## config.mk

```make
export PLATFORM = sky130hd
export DESIGN_NAME = aztec_text_symbol_placer_unit
export DESIGN_NICKNAME = d
export VERILOG_FILES = /design/src/sv/atsp_pkg.sv /design/src/sv/aztec_text_symbol_placer_unit.sv
export SDC_FILE = /design/constraint.sdc
export NUM_CORES = 1
export LEC_CHECK = 0
export ABC_AREA = 1
export BUFFER_PORTS_ARGS = -buffer_cell sky130_fd_sc_hd__buf_2
export CAP_MARGIN = 5
export CORE_MARGIN = 3
export CORE_UTILIZATION = 33
export DETAILED_ROUTE_END_ITERATION = 8
export HOLD_SLACK_MARGIN = 0.03
export PLACE_DENSITY = 0.6
export SYNTH_ARGS = -nofsm -noshare
export SYNTH_HDL_FRONTEND = slang
export SYNTH_SLANG_ARGS = --single-unit
```

## constraint.sdc

```tcl
create_clock -name i_clk -period 3.63 [get_ports i_clk]
set_clock_uncertainty 0.15 [all_clocks]
set_input_delay 0.1815 -clock i_clk [delete_from_list [all_inputs] [get_ports i_clk]]
set_output_delay 0.1815 -clock i_clk [all_outputs]
set_load 0.005 [all_outputs]
```

## src/sv/atsp_pkg.sv

```systemverilog
package atsp_pkg;

    typedef enum logic [1:0] {
        MODE_INIT  = 2'd0,
        MODE_UPPER = 2'd1,
        MODE_LOWER = 2'd2,
        MODE_DIGIT = 2'd3
    } t_mode;

    typedef enum logic [1:0] {
        SIDE_LEFT   = 2'd0,
        SIDE_BOTTOM = 2'd1,
        SIDE_RIGHT  = 2'd2,
        SIDE_TOP    = 2'd3
    } t_side;

    typedef enum logic [2:0] {
        K_LAT_U = 3'd0,
        K_LAT_L = 3'd1,
        K_LAT_D = 3'd2,
        K_CHAR  = 3'd3,
        K_INV   = 3'd4
    } t_kind;

    typedef logic [2:0] t_addr;

    typedef struct packed {
        t_kind kind;
        logic  last_w;
        t_addr next;
    } t_uop;

    typedef struct packed {
        logic [3:0] row;
        logic [3:0] col;
        t_side      side;
    } t_cur;

    // microprogram entry points
    localparam t_addr A_LU  = 3'd0;  // upper latch, then char
    localparam t_addr A_LL  = 3'd1;  // lower latch, then char
    localparam t_addr A_LD  = 3'd2;  // digit latch, then char
    localparam t_addr A_LDU = 3'd3;  // digit latch, then upper latch
    localparam t_addr A_LUL = 3'd4;  // upper latch, then lower latch
    localparam t_addr A_CHR = 3'd5;  // character code, end
    localparam t_addr A_INV = 3'd6;  // invalid result, end

    localparam logic [7:0] UPPER_BIAS = 8'd63;
    localparam logic [7:0] LOWER_BIAS = 8'd95;
    localparam logic [7:0] DIGIT_BIAS = 8'd46;
    localparam logic [7:0] CH_COMMA   = 8'd44;
    localparam logic [7:0] CH_PERIOD  = 8'd46;

    function automatic t_uop uop_rom(input t_addr a);
        t_uop u;
        case (a)
            A_LU:    u = '{kind: K_LAT_U, last_w: 1'b0, next: A_CHR};
            A_LL:    u = '{kind: K_LAT_L, last_w: 1'b0, next: A_CHR};
            A_LD:    u = '{kind: K_LAT_D, last_w: 1'b0, next: A_CHR};
            A_LDU:   u = '{kind: K_LAT_D, last_w: 1'b0, next: A_LU};
            A_LUL:   u = '{kind: K_LAT_U, last_w: 1'b0, next: A_LL};
            A_CHR:   u = '{kind: K_CHAR,  last_w: 1'b1, next: A_CHR};
            default: u = '{kind: K_INV,   last_w: 1'b1, next: A_INV};
        endcase
        return u;
    endfunction

    function automatic t_mode char_class(input logic [7:0] c);
        t_mode m;
        if (c >= 8'd65 && c <= 8'd90) begin
            m = MODE_UPPER;
        end else if (c >= 8'd97 && c <= 8'd122) begin
            m = MODE_LOWER;
        end else if ((c >= 8'd48 && c <= 8'd57) || c == CH_COMMA || c == CH_PERIOD) begin
            m = MODE_DIGIT;
        end else begin
            m = MODE_INIT;
        end
        return m;
    endfunction

    // entry point chosen from current mode and character class
    function automatic t_addr dispatch(input t_mode mode, input t_mode cls);
        t_addr a;
        if (cls == MODE_INIT) begin
            a = A_INV;
        end else if (mode == MODE_INIT) begin
            case (cls)
                MODE_UPPER: a = A_LU;
                MODE_LOWER: a = A_LL;
                default:    a = A_LD;
            endcase
        end else if (mode == cls) begin
            a = A_CHR;
        end else begin
            case (mode)
                MODE_UPPER: a = A_LD;
                MODE_LOWER: a = (cls == MODE_UPPER) ? A_LDU : A_LD;
                default:    a = (cls == MODE_LOWER) ? A_LUL : A_LU;
            endcase
            if (mode == MODE_UPPER && cls == MODE_LOWER) begin
                a = A_LL;
            end
        end
        return a;
    endfunction

    function automatic logic [4:0] code_value(input t_kind k, input logic [7:0] c);
        logic [7:0] d;
        logic [4:0] v;
        d = 8'd0;
        case (k)
            K_LAT_U: v = 5'd14;
            K_LAT_L: v = 5'd28;
            K_LAT_D: v = 5'd30;
            K_CHAR: begin
                case (char_class(c))
                    MODE_UPPER: d = c - UPPER_BIAS;
                    MODE_LOWER: d = c - LOWER_BIAS;
                    default: begin
                        if (c == CH_COMMA) d = 8'd12;
                        else if (c == CH_PERIOD) d = 8'd13;
                        else d = {4'd0, 4'(c - DIGIT_BIAS)};
                    end
                endcase
                v = d[4:0];
            end
            default: v = 5'd0;
        endcase
        return v;
    endfunction

    // top bit index of the code
    function automatic logic [2:0] code_top(input t_kind k, input logic [7:0] c);
        logic [2:0] t;
        case (k)
            K_LAT_U: t = 3'd3;
            K_LAT_L: t = 3'd4;
            K_LAT_D: t = 3'd4;
            K_CHAR:  t = (char_class(c) == MODE_DIGIT) ? 3'd3 : 3'd4;
            default: t = 3'd0;
        endcase
        return t;
    endfunction

endpackage

```

## src/sv/aztec_text_symbol_placer_unit.sv

```systemverilog
// Channel   | Dir | Fields (low bit up)
// s_axis    | in  | tdata[7:0] char_code
// m_axis    | out | tdata[3:0] row, [7:4] col, [8] cell_bit; tlast last; tuser invalid
//
// One item at a time; a character makes one placement per code bit (4 to 14,
// one item for an invalid character), paced by the microprogram step counter
// that emits one code bit per cycle into the output register while m_axis is not stalled.
// Reset (synchronous, active low) clears mode, cursor and handshake state.
// A stall on m_axis holds the sequencer; s_axis is taken only when idle.
module aztec_text_symbol_placer_unit (
    input  logic        i_clk,
    input  logic        i_rst_n,
    input  logic        s_axis_tvalid,
    output logic        s_axis_tready,
    input  logic [7:0]  s_axis_tdata,   // [7:0] char_code
    output logic        m_axis_tvalid,
    input  logic        m_axis_tready,
    output logic [15:0] m_axis_tdata,   // [3:0] row, [7:4] col, [8] cell_bit
    output logic        m_axis_tlast,
    output logic        m_axis_tuser    // [0] invalid
);

    typedef enum logic {ST_IDLE, ST_RUN} t_state;

    t_state          r_state, n_state;
    atsp_pkg::t_mode r_mode, n_mode;
    atsp_pkg::t_cur  r_cur, n_cur;
    atsp_pkg::t_addr r_upc, n_upc;
    logic [2:0]      r_idx, n_idx;
    logic            r_load, n_load;
    logic [7:0]      r_char, n_char;
    logic            r_ov, n_ov;
    logic [3:0]      r_orow, n_orow;
    logic [3:0]      r_ocol, n_ocol;
    logic            r_obit, n_obit;
    logic            r_olast, n_olast;
    logic            r_oinv, n_oinv;

    atsp_pkg::t_uop  uop;
    atsp_pkg::t_mode in_cls;
    atsp_pkg::t_cur  adv;
    logic [4:0]      code;
    logic [2:0]      idx;
    logic            slot_free;

    function automatic atsp_pkg::t_cur advance(input atsp_pkg::t_cur c);
        atsp_pkg::t_cur n;
        n = c;
        case (c.side)
            atsp_pkg::SIDE_LEFT: begin
                if (c.col == 4'd0) begin
                    n.col = 4'd1;
                end else begin
                    n.col = 4'd0;
                    n.row = c.row + 4'd1;
                    if (n.row == 4'd13) begin
                        n.row  = 4'd14;
                        n.side = atsp_pkg::SIDE_BOTTOM;
                    end
                end
            end
            atsp_pkg::SIDE_BOTTOM: begin
                if (c.row == 4'd14) begin
                    n.row = 4'd13;
                end else begin
                    n.row = 4'd14;
                    n.col = c.col + 4'd1;
                    if (n.col == 4'd13) begin
                        n.col  = 4'd14;
                        n.side = atsp_pkg::SIDE_RIGHT;
                    end
                end
            end
            atsp_pkg::SIDE_RIGHT: begin
                if (c.col == 4'd14) begin
                    n.col = 4'd13;
                end else begin
                    n.col = 4'd14;
                    n.row = c.row - 4'd1;
                    if (n.row == 4'd1) begin
                        n.row  = 4'd0;
                        n.side = atsp_pkg::SIDE_TOP;
                    end
                end
            end
            default: begin
                if (c.row == 4'd0) begin
                    n.row = 4'd1;
                end else begin
                    n.row = 4'd0;
                    n.col = c.col - 4'd1;
                    if (n.col == 4'd1) begin
                        n.col  = 4'd0;
                        n.side = atsp_pkg::SIDE_LEFT;
                    end
                end
            end
        endcase
        return n;
    endfunction

    assign s_axis_tready = (r_state == ST_IDLE);
    assign m_axis_tvalid = r_ov;
    assign m_axis_tdata  = {7'd0, r_obit, r_ocol, r_orow};
    assign m_axis_tlast  = r_olast;
    assign m_axis_tuser  = r_oinv;

    assign slot_free = !r_ov || m_axis_tready;
    assign uop       = atsp_pkg::uop_rom(r_upc);
    assign in_cls    = atsp_pkg::char_class(s_axis_tdata);
    assign adv       = advance(r_cur);
    assign code      = atsp_pkg::code_value(uop.kind, r_char);
    assign idx       = r_load ? atsp_pkg::code_top(uop.kind, r_char) : r_idx;

    always_comb begin
        n_state = r_state;
        n_mode  = r_mode;
        n_cur   = r_cur;
        n_upc   = r_upc;
        n_idx   = r_idx;
        n_load  = r_load;
        n_char  = r_char;
        n_ov    = r_ov && !m_axis_tready;
        n_orow  = r_orow;
        n_ocol  = r_ocol;
        n_obit  = r_obit;
        n_olast = r_olast;
        n_oinv  = r_oinv;
        case (r_state)
            ST_IDLE: begin
                if (s_axis_tvalid) begin
                    n_char  = s_axis_tdata;
                    n_upc   = atsp_pkg::dispatch(r_mode, in_cls);
                    n_load  = 1'b1;
                    n_state = ST_RUN;
                    if (r_mode == atsp_pkg::MODE_INIT && in_cls != atsp_pkg::MODE_INIT) begin
                        n_cur.row = 4'd0;
                        n_cur.col = 4'd1;
                    end
                end
            end
            ST_RUN: begin
                if (slot_free) begin
                    n_ov = 1'b1;
                    if (uop.kind == atsp_pkg::K_INV) begin
                        n_orow  = 4'd0;
                        n_ocol  = 4'd0;
                        n_obit  = 1'b0;
                        n_olast = 1'b0;
                        n_oinv  = 1'b1;
                        n_state = ST_IDLE;
                    end else begin
                        n_cur   = adv;
                        n_orow  = adv.row;
                        n_ocol  = adv.col;
                        n_obit  = code[idx];
                        n_oinv  = 1'b0;
                        n_olast = 1'b0;
                        if (r_load) begin
                            case (uop.kind)
                                atsp_pkg::K_LAT_U: n_mode = atsp_pkg::MODE_UPPER;
                                atsp_pkg::K_LAT_L: n_mode = atsp_pkg::MODE_LOWER;
                                atsp_pkg::K_LAT_D: n_mode = atsp_pkg::MODE_DIGIT;
                                default:           n_mode = r_mode;
                            endcase
                        end
                        if (idx == 3'd0) begin
                            n_load = 1'b1;
                            if (uop.last_w) begin
                                n_olast = 1'b1;
                                n_state = ST_IDLE;
                            end else begin
                                n_upc = uop.next;
                            end
                        end else begin
                            n_idx  = idx - 3'd1;
                            n_load = 1'b0;
                        end
                    end
                end
            end
            default: n_state = ST_IDLE;
        endcase
    end

    always_ff @(posedge i_clk) begin
        if (!i_rst_n) begin
            r_state <= ST_IDLE;
            r_mode  <= atsp_pkg::MODE_INIT;
            r_cur   <= '{row: 4'd0, col: 4'd0, side: atsp_pkg::SIDE_LEFT};
            r_ov    <= 1'b0;
            r_load  <= 1'b1;
            r_upc   <= atsp_pkg::A_INV;
            r_idx   <= 3'd0;
        end else begin
            r_state <= n_state;
            r_mode  <= n_mode;
            r_cur   <= n_cur;
            r_ov    <= n_ov;
            r_load  <= n_load;
            r_upc   <= n_upc;
            r_idx   <= n_idx;
        end
        r_char  <= n_char;
        r_orow  <= n_orow;
        r_ocol  <= n_ocol;
        r_obit  <= n_obit;
        r_olast <= n_olast;
        r_oinv  <= n_oinv;
    end

endmodule

```

==> summary.txt, run 1 <==
Die
  – I/O pins: 32
  – Initial Util: 0.342
  – Die ar.: 10300 sq um
  – Core Region: 8760 sq um
  – Die Wd: 101 um
  – Die Ht: 101 um
  – Row Count: 34

Setup path
  – CP Data Required Time: 3.70 ns
  – Worst Setup SP: r_char[1]
  – Crit path cell chain: inv_1, ha_1, nand2_1, a21o_1, o21a_1, nand2_1, ha_1, nand3_1, nand3_1, o21ai_0, ha_1, ha_1, nor2_1, o21ai_0, a21oi_1
  – Crit Path Category: flop to flop
  – RR Startpoint: r_char[1]
  – Critical path's top delay family: adder cells
  – Worst path max stage delay: 0.49 ns
  – Critical path buffers and inverters: 1
  – Worst setup SP type: flop
  – Most frequent CP cell: ha_1
  – Crit path DAT: 3.09 ns
  – CP Capture Type: flop
  – Crit-path max FO: 6
  – Critical-path top delay cell: edfxtp_1

Cells and area
  – Fillers: 911
  – Post-Layout Cell Count: 571
  – # diodes: 0
  – Layout cell share with drive strength beyond 1: 0.0929
  – Area Growth Syn to Fin: 12.2%
  – Post-Route Utilization: 0.384
  – Finished Cell Area: 3360 sq um
  – Nets: 497

Power and ir drop
  – Comb power frac: 0.271
  – Leak Pwr: 1.56 nW
  – Internal Power: 0.753 mW
  – Pwr Density: 340 nW/um^2
  – Psw: 0.390 mW
  – Max VDD drop: 169 uV
  – Total Power: 1.14 mW
  – Sw frac: 0.341
  – Clock power share: 0.255
  – Register share of total power: 0.474

Clocking
  – Htree depth: 2
  – TritonCTS buffer count: 5
  – Later-pin clock latency in the skew report: 0.29 ns
  – Root buffer cell: clkbuf_8
  – Num Clock Sinks: 40
  – CTS tree: yes
  – Clk buf depth: 2
  – Clock-pin slew on the worst setup and hold paths: 0.08 ns

Global route
  – Total grt overflow: 0
  – Global Route Usage Sum: 0.140
  – Initial antenna violation count: 0
  – Vias in the first global route: 2629
  – Global-route wire length before repair: 11900 um
  – Largest net degree at the start of global routing: 21

STA
  – Final worst slack: 0.611 ns
  – Max Fclk: 331 MHz
  – Hold WS: 0.0605 ns
  – Slew margin rel.: 0.507
  – Setup TNS: 0 ns
  – Worst-Margin Slew: 0.737 ns
  – Final setup viols: 0
  – Unrepaired setup endpoints after global routing: false
  – Tcrit/Tclk final: 0.832
  – Number of hold violations in the final report: 0
  – Final Critical Period: 3.02 ns
  – Fin. max-slew vios: 0

Route
  – Via count: 2752
  – Antenna Nets Post-Route: 0
  – Total routed wirelength: 6890 um
  – DRC: 0
  – Initial DRC count: 197
  – Vias/cell: 4.82
  – Wire per inst: 12.1 um
  – Router iterations before antenna repair: 5

Logic synthesis
  – Synth warn: 0
  – Sequential share of the synthesized area: 0.331
  – Synth top area share: 0.190
  – Flops & latches, synth: 40
  – Avg Inst Size Synth: 6.99 sq um
  – Primary FF master, synth: dfxtp_1
  – Cells after Synth: 429
  – Synth area leaders: edfxtp_1 19%, dfxtp_1 14%, nand2_1 13%
  – Mapped Area: 3000 sq um
  – Synth cell types: 39
  – Leading area contributor after synthesis: edfxtp_1
  – Synth top cells by count: 106 x nand2_1, 57 x inv_1, 47 x nor2_1, 37 x nand3_1, 28 x a21oi_1
  – Most frequent cell after synthesis: nand2_1
  – Synth async-reset ratio: 0
  – EDFF count, synth: 19

Hold path
  – Worst hold path type: input pin to flop
  – Hold Startpoint: s_axis_tvalid

Place
  – HPWL after DPL: 5140 um
  – RD Place Congestion: 0.836
  – Post-placement cell area: 3190 sq um
  – Pre-CTS setup slack: 0.662 ns
  – IO buf count: 24
  – Placed Cells: 554

Run
  – Max-cap violations: 0

Status
  – Outcome: completed
-- kinds of logic (layout without fill, tap and decap cells) --
kind of cell	Yosys count	in the layout	share of synthesized area
DFF	40	40	0.331
adders and majority gates	23	23	0.0960
other	1	7	0.00125
xor gates and xnor gates	11	11	0.0321
and+or+nand+nor	205	205	0.294
AOI/OAI and AO/OA	75	75	0.141
buffers and inverters	74	102	0.106
-- layout make-up --
type                            instances  area [sq um]  area share
Clock buffer                            6          72.6      0.0216
Clock inverter                          2          12.5     0.00372
Inverter                               61           229      0.0681
Multi-Input combinational cell        321          1710       0.509
Sequential cell                        40           991       0.295
Tap cell                              108           135      0.0402
Timing Repair Buffer                   33           210      0.0625
-- worst paths after layout --
check | end | slack [ns] | cells after the start
setup / recovery | r_idx[2] | 0.61 | 15
hold / removal | r_state | 0.06 | 3
hold reg to reg | r_cur[1] | 0.38 | 2
setup reg to reg | r_idx[2] | 0.61 | 15
-- layout by cell type (no fill, tap or decap), types with 2 or more instances in the layout --
cell             n
nand2_1        106
inv_1           57
nor2_1          47
nand3_1         37
a21oi_1         28
o21ai_0         27
buf_2           24
ha_1            23
dfxtp_1         21
edfxtp_1        19
xor2_1          10
dlygate4sd3_1    9
conb_1           7
clkbuf_8         5
nand4_1          4
nor3_1           4
inv_2            4
a31oi_1          4
o211ai_1         3
a211oi_1         2
a21boi_0         2
-- timing repair --
action	CTS	global route
hold endpoints to repair	9	0
buffers inserted	0	0
gates resized for setup	0	0
hold buffers	9	0
-- per-layer routing --
metal / track usage / vias up / wire (um)
met1: 0.188 / 1232 / 3330
met4: 0.0409 / 0 / 146
met3: 0.0227 / 10 / 331
met2: 0.233 / 63 / 3090
li1: - / 1447 / -
met5: 0 / - / 0
-- power groups by stage --
stage / Clock (mW) / Combinational [mW] / Sequential [mW]
global placement: 0 / 0.298 / 0.551
finish: 0.292 / 0.310 / 0.541
floorplan: 0 / 0.228 / 0.543
detailed placement: 0 / 0.297 / 0.552
CTS: 0.299 / 0.308 / 0.541
global route: 0.322 / 0.357 / 0.547
-- worst register-to-register path: stages, from the launching register on --
cell	delay [ns]
edfxtp_1	0.49
inv_1	0.17
ha_1	0.21
nand2_1	0.08
a21o_1	0.20
o21a_1	0.12
nand2_1	0.07
ha_1	0.16
nand3_1	0.10
nand3_1	0.10
o21ai_0	0.12
ha_1	0.24
ha_1	0.22
nor2_1	0.28
o21ai_0	0.13
a21oi_1	0.12
-- registers in the layout (all words and copies together) (netlist names) --
register,count
r_upc,3
r_orow,4
m_axis_tvalid,1
r_obit,1
r_ocol,4
r_load,1
m_axis_tlast,1
r_cur,10
r_state,1
r_mode,2
r_idx,3
m_axis_tuser,1
r_char,8
Power figures use the tool's default switching activity.
==> run 2, diff against run 1 <==
--- a/config.mk
+++ b/config.mk
@@ -12,7 +12,7 @@
 export CORE_UTILIZATION = 33
 export DETAILED_ROUTE_END_ITERATION = 8
 export HOLD_SLACK_MARGIN = 0.03
-export PLACE_DENSITY = 0.6
+export PLACE_DENSITY = 0.62
 export SYNTH_ARGS = -nofsm -noshare
 export SYNTH_HDL_FRONTEND = slang
 export SYNTH_SLANG_ARGS = --single-unit
==> constraint.sdc (replaced) <==
create_clock -name i_clk -period 2.45 [get_ports i_clk]
set_clock_uncertainty 0.15 [all_clocks]
set_input_delay 0.1225 -clock i_clk [delete_from_list [all_inputs] [get_ports i_clk]]
set_output_delay 0.1225 -clock i_clk [all_outputs]
set_load 0.005 [all_outputs]
==> summary.txt, run 2 (synthesis gave the netlist of run 1 again) <==
Status
  – Outcome: finished, violations left (was completed)
  – Failing checks: setup timing

Setup path
  – R2r setup slk: -0.28 ns (was 0.61 ns)
  – Crit-path max FO: 6 (unchanged)
  – Critical path buffers and inverters: 3 (was 1)
  – Crit path DAT: 2.76 ns (was 3.09 ns)
  – Critical Path Stages: 16 (was 15)
  – Reg2Reg Depth: 16 (was 15)
  – RR Startpoint: r_char[0] (was r_char[1])
  – Critical path's top delay family: adder cells (unchanged)
  – CP Data Required Time: 2.49 ns (was 3.70 ns)
  – Critical-path top delay cell: edfxtp_1 (unchanged)
  – CP Capture Type: flop (unchanged)
  – Crit Path Category: flop to flop (unchanged)
  – Crit path cell chain: inv_2, ha_2, nand2_1, a21o_1, o21a_1, nand2_2, ha_4, nand3_4, nand3_4, o21ai_2, ha_2, ha_4, buf_4, nor2_4, buf_4, a21oi_1 (was inv_1, ha_1, nand2_1, a21o_1, o21a_1, nand2_1, ha_1, nand3_1, nand3_1, o21ai_0, ha_1, ha_1, nor2_1, o21ai_0, a21oi_1)
  – Worst path max stage delay: 0.43 ns (was 0.49 ns)
  – R2r endpoint: r_idx[0] (was r_idx[2])
  – Worst setup SP type: flop (unchanged)

Cells and area
  – Nets: 533 (was 497)
  – Largest Register: r_cur (unchanged)
  – Most frequent cells in the layout: 103 x nand2_1, 54 x inv_1, 46 x nor2_1 (was 106 x nand2_1, 57 x inv_1, 47 x nor2_1)
  – Post-Layout Cell Count: 607 (was 571)
  – Largest regs: r_cur (10), r_char (8) (unchanged)
  – Max FFs per register: 10 (unchanged)
  – Finished Cell Area: 3770 sq um (was 3360 sq um)
  – # diodes: 0 (unchanged)
  – Area Growth Syn to Fin: 26.0% (was 12.2%)
  – Layout cell share with drive strength beyond 1: 0.200 (was 0.0929)
  – Commonest non-fill, non-tap cell in the layout: nand2_1 (unchanged)

Power and ir drop
  – Leak Pwr: 1.74 nW (was 1.56 nW)
  – Internal Power: 1.23 mW (was 0.753 mW)
  – Max VDD drop: 239 uV (was 169 uV)
  – Comb power frac: 0.339 (was 0.271)
  – Register share of total power: 0.428 (was 0.474)
  – Psw: 0.643 mW (was 0.390 mW)
  – Sw frac: 0.343 (was 0.341)
  – Pwr Density: 497 nW/um^2 (was 340 nW/um^2)
  – Clock power share: 0.233 (was 0.255)

Global route
  – Total grt overflow: 0 (unchanged)
  – Global Route Usage Sum: 0.148 (was 0.140)
  – Vias in the first global route: 2786 (was 2629)
  – Largest net degree at the start of global routing: 20 (was 21)
  – Initial antenna violation count: 0 (unchanged)
  – Global-route wire length before repair: 12400 um (was 11900 um)

Run
  – Max-cap violations: 0 (unchanged)

Place
  – Pre-CTS setup slack: -0.205 ns (was 0.662 ns)
  – Post-placement cell area: 3450 sq um (was 3190 sq um)
  – RD Place Congestion: 0.919 (was 0.836)
  – HPWL after DPL: 5490 um (was 5140 um)
  – IO buf count: 24 (unchanged)
  – Placed Cells: 578 (was 554)

Hold path
  – Hold Crit Depth: 3 (unchanged)
  – Hold Crit Endpoint: r_mode[1] (was r_state)
  – Hold Startpoint: i_rst_n (was s_axis_tvalid)
  – Worst hold path type: input pin to flop (unchanged)

Clocking
  – Htree depth: 2 (unchanged)
  – Clock-pin slew on the worst setup and hold paths: 0.08 ns (about the same)
  – Clk buf depth: 2 (unchanged)
  – Later-pin clock latency in the skew report: 0.29 ns (about the same)
  – TritonCTS buffer count: 5 (unchanged)
  – CTS tree: yes (unchanged)
  – Num Clock Sinks: 40 (unchanged)
  – Root buffer cell: clkbuf_8 (unchanged)

STA
  – Final Critical Period: 2.73 ns (was 3.02 ns)
  – Final worst slack: -0.278 ns (was 0.611 ns)
  – Final setup viols: 10 (was 0)
  – Setup TNS: -2.04 ns (was 0 ns)
  – Number of hold violations in the final report: 0 (unchanged)
  – Worst-Margin Slew: 0.561 ns (was 0.737 ns)
  – Hold WS: 0.225 ns (was 0.0605 ns)
  – Tcrit/Tclk final: 1.11 (was 0.832)
  – Unrepaired setup endpoints after global routing: true (was false)
  – Max Fclk: 367 MHz (was 331 MHz)
  – Fin. max-slew vios: 0 (unchanged)
  – Slew margin rel.: 0.626 (was 0.507)

Route
  – Router iterations before antenna repair: 4 (was 5)
  – Via count: 2934 (was 2752)
  – DRC: 0 (unchanged)
  – Wire per inst: 12.1 um (about the same)
  – Antenna Nets Post-Route: 0 (unchanged)
  – Initial DRC count: 200 (was 197)
  – Total routed wirelength: 7350 um (was 6890 um)
  – Vias/cell: 4.83 (was 4.82)

Die
  – I/O pins: 32 (unchanged)
  – Die ar.: 10300 sq um (unchanged)
  – Die Ht: 101 um (unchanged)
  – Core Region: 8760 sq um (unchanged)
  – Row Count: 34 (unchanged)
  – Die Wd: 101 um (unchanged)
  – Initial Util: 0.342 (unchanged)
## run 2: changes by cell type in the layout (fill, tap and decap cells not counted), moves of 3 or more
cell,before,now
nand2_1,106,103
ha_1,23,17
ha_2,0,3
o21ai_1,1,8
o21ai_0,27,16
a21oi_1,28,25
nand2_2,1,4
ha_4,0,3
o21ai_2,1,4
buf_4,0,33
inv_1,57,54
a21oi_2,1,4
## run 2: worst reg2reg max path: stages, from the launching register on
cell	delay, ns
edfxtp_1	0.43
inv_2	0.13
ha_2	0.19
nand2_1	0.06
a21o_1	0.19
o21a_1	0.13
nand2_2	0.09
ha_4	0.15
nand3_4	0.08
nand3_4	0.08
o21ai_2	0.06
ha_2	0.21
ha_4	0.18
buf_4	0.14
nor2_4	0.17
buf_4	0.13
a21oi_1	0.05
## run 2: final cells by class
| cell class | count | area [sq um] |
|---|---|---|
| Sequential cell | 40 | 991 |
| Clock buffer | 7 | 76.3 |
| Clock inverter | 1 | 8.76 |
| Tap cell | 108 | 135 |
| Multi-Input combinational cell | 321 | 1840 |
| Fill cell | 895 | 4990 |
| Timing Repair Buffer | 69 | 489 |
| Inverter | 61 | 231 |
## run 2: worst max-delay path by stage
stage | start | endpoint | slack, ns
floorplan | r_char[1] | r_upc[2] | -0.07
global placement | r_char[0] | r_upc[2] | -0.16
detailed placement | r_char[1] | r_upc[2] | -0.20
CTS | r_char[1] | r_upc[2] | -0.21
global route | r_char[0] | r_idx[2] | -0.43
finish | r_char[0] | r_idx[0] | -0.28
## run 2: metrics by stage
stage | utilization | power [mW]
2_1_floorplan | - | 1.18
3_3_place_gp | 0.394 | 1.37
3_5_place_dp | 0.394 | 1.37
4_1_cts | 0.422 | 1.85
5_1_grt | 0.431 | 2.00
6_report | 0.431 | 1.87
## run 2: timing repair
item	in CTS	in global routing
endpoints found under the setup margin	9	10
setup buffers	5	5
hold buffers	11	0
pin swaps	5	4
gates resized for setup	4	14
endpoints found under the hold margin	17	0
## run 2: power by group through the flow
stage / Sequential, mW / Combinational, mW / Clock (mW)
after CTS: 0.799 / 0.597 / 0.450
after global routing: 0.810 / 0.713 / 0.475
after floorplan: 0.807 / 0.376 / 0
after detailed placement: 0.814 / 0.560 / 0
after global placement: 0.813 / 0.560 / 0
final: 0.802 / 0.636 / 0.436
## run 2: per-layer routing
metal / vias to the layer above / wire length (um) / track usage
li1: 1521 / - / -
met3: 11 / 303 / 0.0200
met2: 71 / 3450 / 0.244
met4: 0 / 131 / 0.0542
met5: - / 0 / 0
met1: 1331 / 3460 / 0.197
